==> src/sv/rtlpm_pkg.sv <==
package rtlpm_pkg;

    localparam int ROUTE_ENTRIES = 16;
    localparam int IDX_W         = (ROUTE_ENTRIES > 1) ? $clog2(ROUTE_ENTRIES) : 1;
    localparam int ADDR_W        = 32;
    localparam int HANDLE_W      = 8;
    localparam int PLEN_W        = 6;
    localparam int OP_W          = 2;
    localparam int STATUS_W      = 2;
    localparam int IN_DATA_W     = 2 * ADDR_W + HANDLE_W;
    localparam int OUT_DATA_W    = HANDLE_W;
    localparam int OUT_USER_W    = 1 + STATUS_W;

    typedef enum logic [OP_W-1:0] {
        OP_LOOKUP = 2'd0,
        OP_UPSERT = 2'd1,
        OP_DELETE = 2'd2,
        OP_CLEAR  = 2'd3
    } op_t;

    typedef enum logic [STATUS_W-1:0] {
        STATUS_DONE    = 2'd0,
        STATUS_UPDATED = 2'd1,
        STATUS_INSERTED = 2'd2,
        STATUS_FULL    = 2'd3
    } status_t;

    typedef struct packed {
        logic                active;
        op_t                 op;
        logic [ADDR_W-1:0]   dst;
        logic [ADDR_W-1:0]   msk;
        logic [HANDLE_W-1:0] hnd;
        logic                found;
        logic [PLEN_W-1:0]   best;
        logic [HANDLE_W-1:0] best_h;
        logic                have_def;
        logic [HANDLE_W-1:0] def_h;
        logic                updated;
        logic                have_free;
        logic [IDX_W-1:0]    free_slot;
    } token_t;

    typedef struct packed {
        logic                en;
        logic [IDX_W-1:0]    slot;
        logic [ADDR_W-1:0]   dst;
        logic [ADDR_W-1:0]   msk;
        logic [HANDLE_W-1:0] hnd;
        logic [PLEN_W-1:0]   plen;
    } wr_t;

endpackage

==> src/sv/rtlpm_cell.sv <==
module rtlpm_cell
(
    input  logic                     clk,
    input  logic                     rst_n,
    input  logic [rtlpm_pkg::IDX_W-1:0] cell_idx,
    input  rtlpm_pkg::token_t        tok_in,
    input  rtlpm_pkg::wr_t           wr,
    output rtlpm_pkg::token_t        tok_out
);
    import rtlpm_pkg::*;

    logic                valid_reg;
    logic                valid_next;
    logic [ADDR_W-1:0]   dest_reg;
    logic [ADDR_W-1:0]   dest_next;
    logic [ADDR_W-1:0]   mask_reg;
    logic [ADDR_W-1:0]   mask_next;
    logic [HANDLE_W-1:0] handle_reg;
    logic [HANDLE_W-1:0] handle_next;
    logic [PLEN_W-1:0]   plen_reg;
    logic [PLEN_W-1:0]   plen_next;
    token_t              tok_reg;
    token_t              tok_next;

    always_comb
    begin
        valid_next  = valid_reg;
        dest_next   = dest_reg;
        mask_next   = mask_reg;
        handle_next = handle_reg;
        plen_next   = plen_reg;
        tok_next    = tok_in;
        if (tok_in.active)
        begin
            unique case (tok_in.op)
                OP_LOOKUP:
                begin
                    if (valid_reg)
                    begin
                        if (mask_reg == '0)
                        begin
                            tok_next.have_def = 1'b1;
                            tok_next.def_h    = handle_reg;
                        end
                        else if ((((tok_in.dst ^ dest_reg) & mask_reg) == '0)
                                 && (!tok_in.found || plen_reg >= tok_in.best))
                        begin
                            tok_next.found  = 1'b1;
                            tok_next.best   = plen_reg;
                            tok_next.best_h = handle_reg;
                        end
                    end
                end
                OP_UPSERT:
                begin
                    if (!tok_in.updated)
                    begin
                        if (valid_reg && dest_reg == tok_in.dst && mask_reg == tok_in.msk)
                        begin
                            handle_next      = tok_in.hnd;
                            tok_next.updated = 1'b1;
                        end
                        else if (!valid_reg && !tok_in.have_free)
                        begin
                            tok_next.have_free = 1'b1;
                            tok_next.free_slot = cell_idx;
                        end
                    end
                end
                OP_DELETE:
                begin
                    if (valid_reg && handle_reg == tok_in.hnd)
                    begin
                        valid_next = 1'b0;
                    end
                end
                OP_CLEAR:
                begin
                    valid_next = 1'b0;
                end
                default:
                begin
                    valid_next = valid_reg;
                end
            endcase
        end
        else if (wr.en && wr.slot == cell_idx)
        begin
            valid_next  = 1'b1;
            dest_next   = wr.dst;
            mask_next   = wr.msk;
            handle_next = wr.hnd;
            plen_next   = wr.plen;
        end
    end

    always_ff @(posedge clk or negedge rst_n)
    begin
        if (!rst_n)
        begin
            valid_reg <= 1'b0;
            tok_reg   <= '0;
        end
        else
        begin
            valid_reg <= valid_next;
            tok_reg   <= tok_next;
        end
    end

    always_ff @(posedge clk)
    begin
        dest_reg   <= dest_next;
        mask_reg   <= mask_next;
        handle_reg <= handle_next;
        plen_reg   <= plen_next;
    end

    assign tok_out = tok_reg;

endmodule

==> src/sv/ipv4_route_table_lpm_unit.sv <==
// Channel   Direction  Signals                 Contents
// s_*       in         s_tdata[71:0], s_tuser  dst_addr, net_mask, if_handle; opcode
// m_*       out        m_tdata[7:0], m_tuser   route_handle; hit, status
//
// One operation is in the table at a time: it passes one entry cell per clock,
// so m_tvalid rises once it has passed every cell and both result stages, and the
// next transaction is taken on the cycle after the result leaves the hold stage.
// A stalled result waits in the output register while the next operation runs.
// Reset empties the table and both result stages at once.
module ipv4_route_table_lpm_unit
(
    input  logic                             clk,
    input  logic                             rst_n,
    input  logic                             s_tvalid,
    output logic                             s_tready,
    input  logic [rtlpm_pkg::IN_DATA_W-1:0]  s_tdata,   // dst_addr, net_mask, if_handle
    input  logic [rtlpm_pkg::OP_W-1:0]       s_tuser,   // opcode
    output logic                             m_tvalid,
    input  logic                             m_tready,
    output logic [rtlpm_pkg::OUT_DATA_W-1:0] m_tdata,   // route_handle
    output logic [rtlpm_pkg::OUT_USER_W-1:0] m_tuser    // hit, status
);
    import rtlpm_pkg::*;

    token_t tok [0:ROUTE_ENTRIES];
    token_t tail;
    wr_t    wr;

    logic                  accept;
    logic                  out_free;
    logic                  busy_reg;
    logic                  busy_next;
    logic                  res_valid_reg;
    logic                  res_valid_next;
    logic                  res_hit_reg;
    logic                  res_hit_next;
    logic [HANDLE_W-1:0]   res_handle_reg;
    logic [HANDLE_W-1:0]   res_handle_next;
    status_t               res_status_reg;
    status_t               res_status_next;
    logic                  m_tvalid_reg;
    logic                  m_tvalid_next;
    logic [OUT_DATA_W-1:0] m_tdata_reg;
    logic [OUT_DATA_W-1:0] m_tdata_next;
    logic [OUT_USER_W-1:0] m_tuser_reg;
    logic [OUT_USER_W-1:0] m_tuser_next;

    assign accept   = s_tvalid && s_tready;
    assign s_tready = !busy_reg;
    assign out_free = !m_tvalid_reg || m_tready;

    always_comb
    begin
        tok[0]        = '0;
        tok[0].active = accept;
        tok[0].op     = op_t'(s_tuser);
        tok[0].dst    = s_tdata[ADDR_W-1:0];
        tok[0].msk    = s_tdata[2*ADDR_W-1:ADDR_W];
        tok[0].hnd    = s_tdata[IN_DATA_W-1:2*ADDR_W];
    end

    for (genvar i = 0; i < ROUTE_ENTRIES; i++)
    begin : g_cell
        rtlpm_cell u_cell
        (
            .clk      (clk),
            .rst_n    (rst_n),
            .cell_idx (IDX_W'(i)),
            .tok_in   (tok[i]),
            .wr       (wr),
            .tok_out  (tok[i+1])
        );
    end

    assign tail = tok[ROUTE_ENTRIES];

    always_comb
    begin
        wr.en   = tail.active && tail.op == OP_UPSERT && !tail.updated && tail.have_free;
        wr.slot = tail.free_slot;
        wr.dst  = tail.dst;
        wr.msk  = tail.msk;
        wr.hnd  = tail.hnd;
        wr.plen = PLEN_W'($countones(tail.msk));
    end

    always_comb
    begin
        res_hit_next    = 1'b0;
        res_handle_next = '0;
        res_status_next = STATUS_DONE;
        unique case (tail.op)
            OP_LOOKUP:
            begin
                if (tail.found)
                begin
                    res_hit_next    = 1'b1;
                    res_handle_next = tail.best_h;
                end
                else if (tail.have_def)
                begin
                    res_hit_next    = 1'b1;
                    res_handle_next = tail.def_h;
                end
            end
            OP_UPSERT:
            begin
                if (tail.updated)
                begin
                    res_status_next = STATUS_UPDATED;
                end
                else if (tail.have_free)
                begin
                    res_status_next = STATUS_INSERTED;
                end
                else
                begin
                    res_status_next = STATUS_FULL;
                end
            end
            default:
            begin
                res_status_next = STATUS_DONE;
            end
        endcase
    end

    always_comb
    begin
        busy_next      = busy_reg;
        res_valid_next = res_valid_reg;
        m_tvalid_next  = m_tvalid_reg;
        m_tdata_next   = m_tdata_reg;
        m_tuser_next   = m_tuser_reg;
        if (accept)
        begin
            busy_next = 1'b1;
        end
        if (m_tready)
        begin
            m_tvalid_next = 1'b0;
        end
        if (tail.active)
        begin
            res_valid_next = 1'b1;
        end
        else if (res_valid_reg && out_free)
        begin
            res_valid_next = 1'b0;
            busy_next      = 1'b0;
            m_tvalid_next  = 1'b1;
            m_tdata_next   = res_handle_reg;
            m_tuser_next   = {res_status_reg, res_hit_reg};
        end
    end

    always_ff @(posedge clk or negedge rst_n)
    begin
        if (!rst_n)
        begin
            busy_reg      <= 1'b0;
            res_valid_reg <= 1'b0;
            m_tvalid_reg  <= 1'b0;
        end
        else
        begin
            busy_reg      <= busy_next;
            res_valid_reg <= res_valid_next;
            m_tvalid_reg  <= m_tvalid_next;
        end
    end

    always_ff @(posedge clk)
    begin
        if (tail.active)
        begin
            res_hit_reg    <= res_hit_next;
            res_handle_reg <= res_handle_next;
            res_status_reg <= res_status_next;
        end
        m_tdata_reg <= m_tdata_next;
        m_tuser_reg <= m_tuser_next;
    end

    assign m_tvalid = m_tvalid_reg;
    assign m_tdata  = m_tdata_reg;
    assign m_tuser  = m_tuser_reg;

endmodule

==> config.mk <==
export PLATFORM = sky130hd
export DESIGN_NAME = ipv4_route_table_lpm_unit
export DESIGN_NICKNAME = d
export VERILOG_FILES = /design/src/sv/rtlpm_pkg.sv /design/src/sv/rtlpm_cell.sv /design/src/sv/ipv4_route_table_lpm_unit.sv
export SDC_FILE = /design/constraint.sdc
export NUM_CORES = 2
export LEC_CHECK = 0
export ABC_AREA = 0
export BUFFER_PORTS_ARGS = -buffer_cell sky130_fd_sc_hd__buf_2
export CORE_MARGIN = 10
export CORE_UTILIZATION = 67
export DETAILED_ROUTE_END_ITERATION = 10
export HOLD_SLACK_MARGIN = 0.02
export PLACE_DENSITY_LB_ADDON = 0.1
export SKIP_CTS_REPAIR_TIMING = 1
export SLEW_MARGIN = 20
export SYNTH_ARGS = -nofsm -noshare
export SYNTH_HDL_FRONTEND = slang
export SYNTH_SLANG_ARGS = --single-unit
==> constraint.sdc <==
create_clock -name clk -period 11.63 [get_ports clk]
set_input_delay 2.326 -clock clk [delete_from_list [all_inputs] [get_ports clk]]
set_output_delay 2.326 -clock clk [all_outputs]
set_load 0.02 [all_outputs]
==> flow_summary.yaml <==
outcome:
  status: "complete, but fails checks"
  violations: "antenna violations, design-rule violations"
final_layout:
  final_layout_size_suffix_gt1_share_pct: 16.7
  fin_nets: 6986
  area_delta_synth_final_pct: 12.4
  largest_reg_flops: 1659
  fin_area_um2: 121000
  fin_util_pct: 75.9
  nFillCells: 8614
detailed_routing:
  vias_per_cell: 7.01
  routed_wl_um: 380000
  post_drt_wl_per_cell_um: 41.6
  first_pass_iters: 7
  vias: 63900
  drt_iter0_drc: 11100
  drtAntennaViolNets: 1
  drcViolationCount: 5
setup_path:
  cpPeakStageDelay_ns: 1.04
  worstSetupPathType: "reg2reg"
  cpLargestDelayFamily: "adder cells"
  critPathCaptureType: "flip-flop"
  start_kind: "flip-flop"
  critPathBufInv: 4
  critPathArrivalTime_ns: 7.06
  r2r-start: "g_cell[15].u_cell.tok_out[63]$_DFF_PN0_"
  rrSetupSlack_ns: 5.12
  r2r-end: "g_cell[7].u_cell.plen_reg[4]$_DFFE_PP_"
  crit_slowest_cell: "dfrtp_1"
  crit_path_cell_trace: "inv_1 > fa_1 > fa_1 > fa_1 > fa_1 > fa_1 > fa_1 > inv_1 > ha_1 > inv_1 > fa_1 > inv_1 > a21o_1 > a21oi_1 > xnor2_2"
  crit_fanout: 17
  reg2regPathDepth: 15
  crit_required_ns: 12.18
  path_common_cell: "fa_1"
sta:
  holdWs_ns: 0.374
  timing.final.crit_share_pct: 56.0
  slew_headroom_pct: 10.0
  drv_slew: 0
  fin_skew_ns: 0.0630
  setup_violations: 0
  worstMarginPinSlew_ns: 1.34
  fin_crit_ns: 6.51
  finalWorstSetupSlack_ns: 5.12
  max_freq_ghz: 0.154
  hold_viol_final: 0
  rsz0062_at_grt: "false"
  fin_tns_setup_ns: 0
power_and_ir_drop:
  seq_power_share_pct: 51.9
  powerDensity_nw_per_um2: 190
  internal_power_mw: 17.3
  power.switching_mw: 5.56
  peakVddDrop_mv: 0.487
  combPwrFrac_pct: 6.7
  p_leak_nw: 48.7
  netSwitchingFraction_pct: 24.3
  pwr-share-clk_pct: 41.3
hold_path:
  min_delay_path_depth: 0
  hold_end: "g_cell[10].u_cell.tok_out[47]$_DFF_PN0_"
  hp-start: "g_cell[9].u_cell.tok_out[47]$_DFF_PN0_"
  hp-class: "reg2reg"
floorplanning:
  die_w_um: 420
  start_util_pct: 67.5
  num_io_pins: 91
  core_um2: 159000
  die_area_um2: 176000
  die_h_um: 420
  core.rowCount: 146
global_route:
  grt_first_pass_wirelength_um: 520000
  grt_start_max_net_pins: 210
  antenna_found_initial: 43
  grt_pass1_vias: 64200
  gr-usage-all-layers_pct: 43.4
  grt-ovfl-total: 0
clock_tree:
  clk_pin_slew_ns: 0.06
  clock_latency_ns: 0.95
  cts.path.max_buffers: 4
  htree_levels: 5
  tritoncts: "built"
  cts.sinks: 2948
  cts-root-buf: "clkbuf_16"
  cts_buffers: 297
synthesis:
  synth_cell_type_count: 59
  yosysWarnings: 0
  synth_edf_count: 1270
  syn-num-nets: 6565
  postSynthCellCount: 6366
  avgSynthCellArea_um2: 16.8
  ys.flop_type: "dfrtp_1"
  synth-async-reset-ratio_pct: 56.9
  syn_area_um2: 107000
  ys_ff_latch: 2948
  ys_seq_area_share_pct: 74.7
job:
  drv_cap: 0
placed_design:
  dp_hpwl_um: 265000
  io_buffers: 90
  dp_slack_ns: 5.17
  gp_congestion: 1.07
  placed_area_um2: 111000
==> power groups by stage <==
stage | registers, mW | clock network, mW | logic, mW
3_5_place_dp | 12.1 | 0 | 1.45
6_report | 11.9 | 9.46 | 1.54
4_1_cts | 11.9 | 9.45 | 1.48
2_1_floorplan | 11.8 | 0 | 0.639
5_1_grt | 11.9 | 9.86 | 1.61
3_3_place_gp | 12.0 | 0 | 1.42
==> routing by layer <==
metal | up-vias | GRT usage, % | routed length (um)
li1 | 24100 | - | -
met3 | 1378 | 15.0 | 51100
met5 | - | 0.109 | 93
met2 | 5635 | 62.7 | 166000
met1 | 32800 | 55.5 | 131000
met4 | 14 | 29.8 | 32100
==> cells in the mapped netlist (all sizes together) (49+ instances only) <==
cell type | count | area share (%)
xnor2 | 64 | 0.52
xor2 | 1077 | 8.8
clkbuf | 49 | 0.17
dfrtp | 1678 | 39
a22oi | 172 | 1.2
ha | 97 | 1.1
edfxtp | 1270 | 36
nand2 | 94 | 0.33
nor2 | 67 | 0.23
o21ai | 50 | 0.23
inv | 221 | 0.77
nand4 | 136 | 0.79
mux2 | 452 | 4.8
nor4 | 420 | 2.5
==> worst max-delay path by stage <==
stage / from / end / cells after the start
floorplan: g_cell[15].u_cell.tok_out[104]$_DFF_PN0_ / g_cell[15].u_cell.handle_reg[0]$_DFFE_PP_ / 5
global placement: g_cell[15].u_cell.tok_out[63]$_DFF_PN0_ / g_cell[0].u_cell.plen_reg[4]$_DFFE_PP_ / 15
detailed placement: g_cell[15].u_cell.tok_out[63]$_DFF_PN0_ / g_cell[0].u_cell.plen_reg[4]$_DFFE_PP_ / 15
CTS: g_cell[15].u_cell.tok_out[63]$_DFF_PN0_ / g_cell[9].u_cell.plen_reg[4]$_DFFE_PP_ / 15
global route: g_cell[15].u_cell.tok_out[63]$_DFF_PN0_ / g_cell[7].u_cell.plen_reg[4]$_DFFE_PP_ / 15
finish: g_cell[15].u_cell.tok_out[63]$_DFF_PN0_ / g_cell[7].u_cell.plen_reg[4]$_DFFE_PP_ / 15
==> final cells by class <==
class / instances / area (um^2) / area share [%]
Inverter: 221 / 830 / 0.688
Timing Repair Buffer: 185 / 1320 / 1.09
Clock buffer: 426 / 8490 / 7.05
Antenna cell: 46 / 115 / 0.0955
Sequential cell: 2948 / 80100 / 66.5
Multi-Input combinational cell: 3134 / 26100 / 21.7
Clock inverter: 92 / 913 / 0.758
Tap cell: 2072 / 2590 / 2.15
==> layout by cell type, fill, tap and decap left out, types with 94 or more instances in the layout <==
master	count
nand2_1	94
ha_1	97
nand4_1	136
mux2_2	425
dfrtp_1	1662
a22oi_1	172
clkbuf_16	303
xor2_1	1077
inv_1	206
nor4_1	417
edfxtp_1	1270
==> kinds of logic after synthesis <==
logic type                 share of synthesized area (%)
xor gates and xnor gates                            9.32
buffers and inverters                               1.07
muxes                                               4.84
adders and majority gates                           1.58
AOI/OAI and AO/OA                                   2.96
and+or+nand+nor                                     5.50
DFF                                                 74.7
==> metrics by stage <==
step	std cells	total power, mW
finish	9124	22.9
global route	9092	23.3
CTS	9075	22.8
detailed placement	8557	13.5
global placement	8557	13.5
floorplan	6366	12.5
==> worst reg2reg max path, cell delays in order, from the launching register on <==
cell     delay [ns]
dfrtp_1        1.04
inv_1          0.16
fa_1           0.53
fa_1           0.54
fa_1           0.44
fa_1           0.52
fa_1           0.56
fa_1           0.42
inv_1          0.07
ha_1           0.16
inv_1          0.07
fa_1           0.48
inv_1          0.09
a21o_1         0.11
a21oi_1        0.09
xnor2_2        0.84
Note: power is estimated with default switching activity, not from simulation.
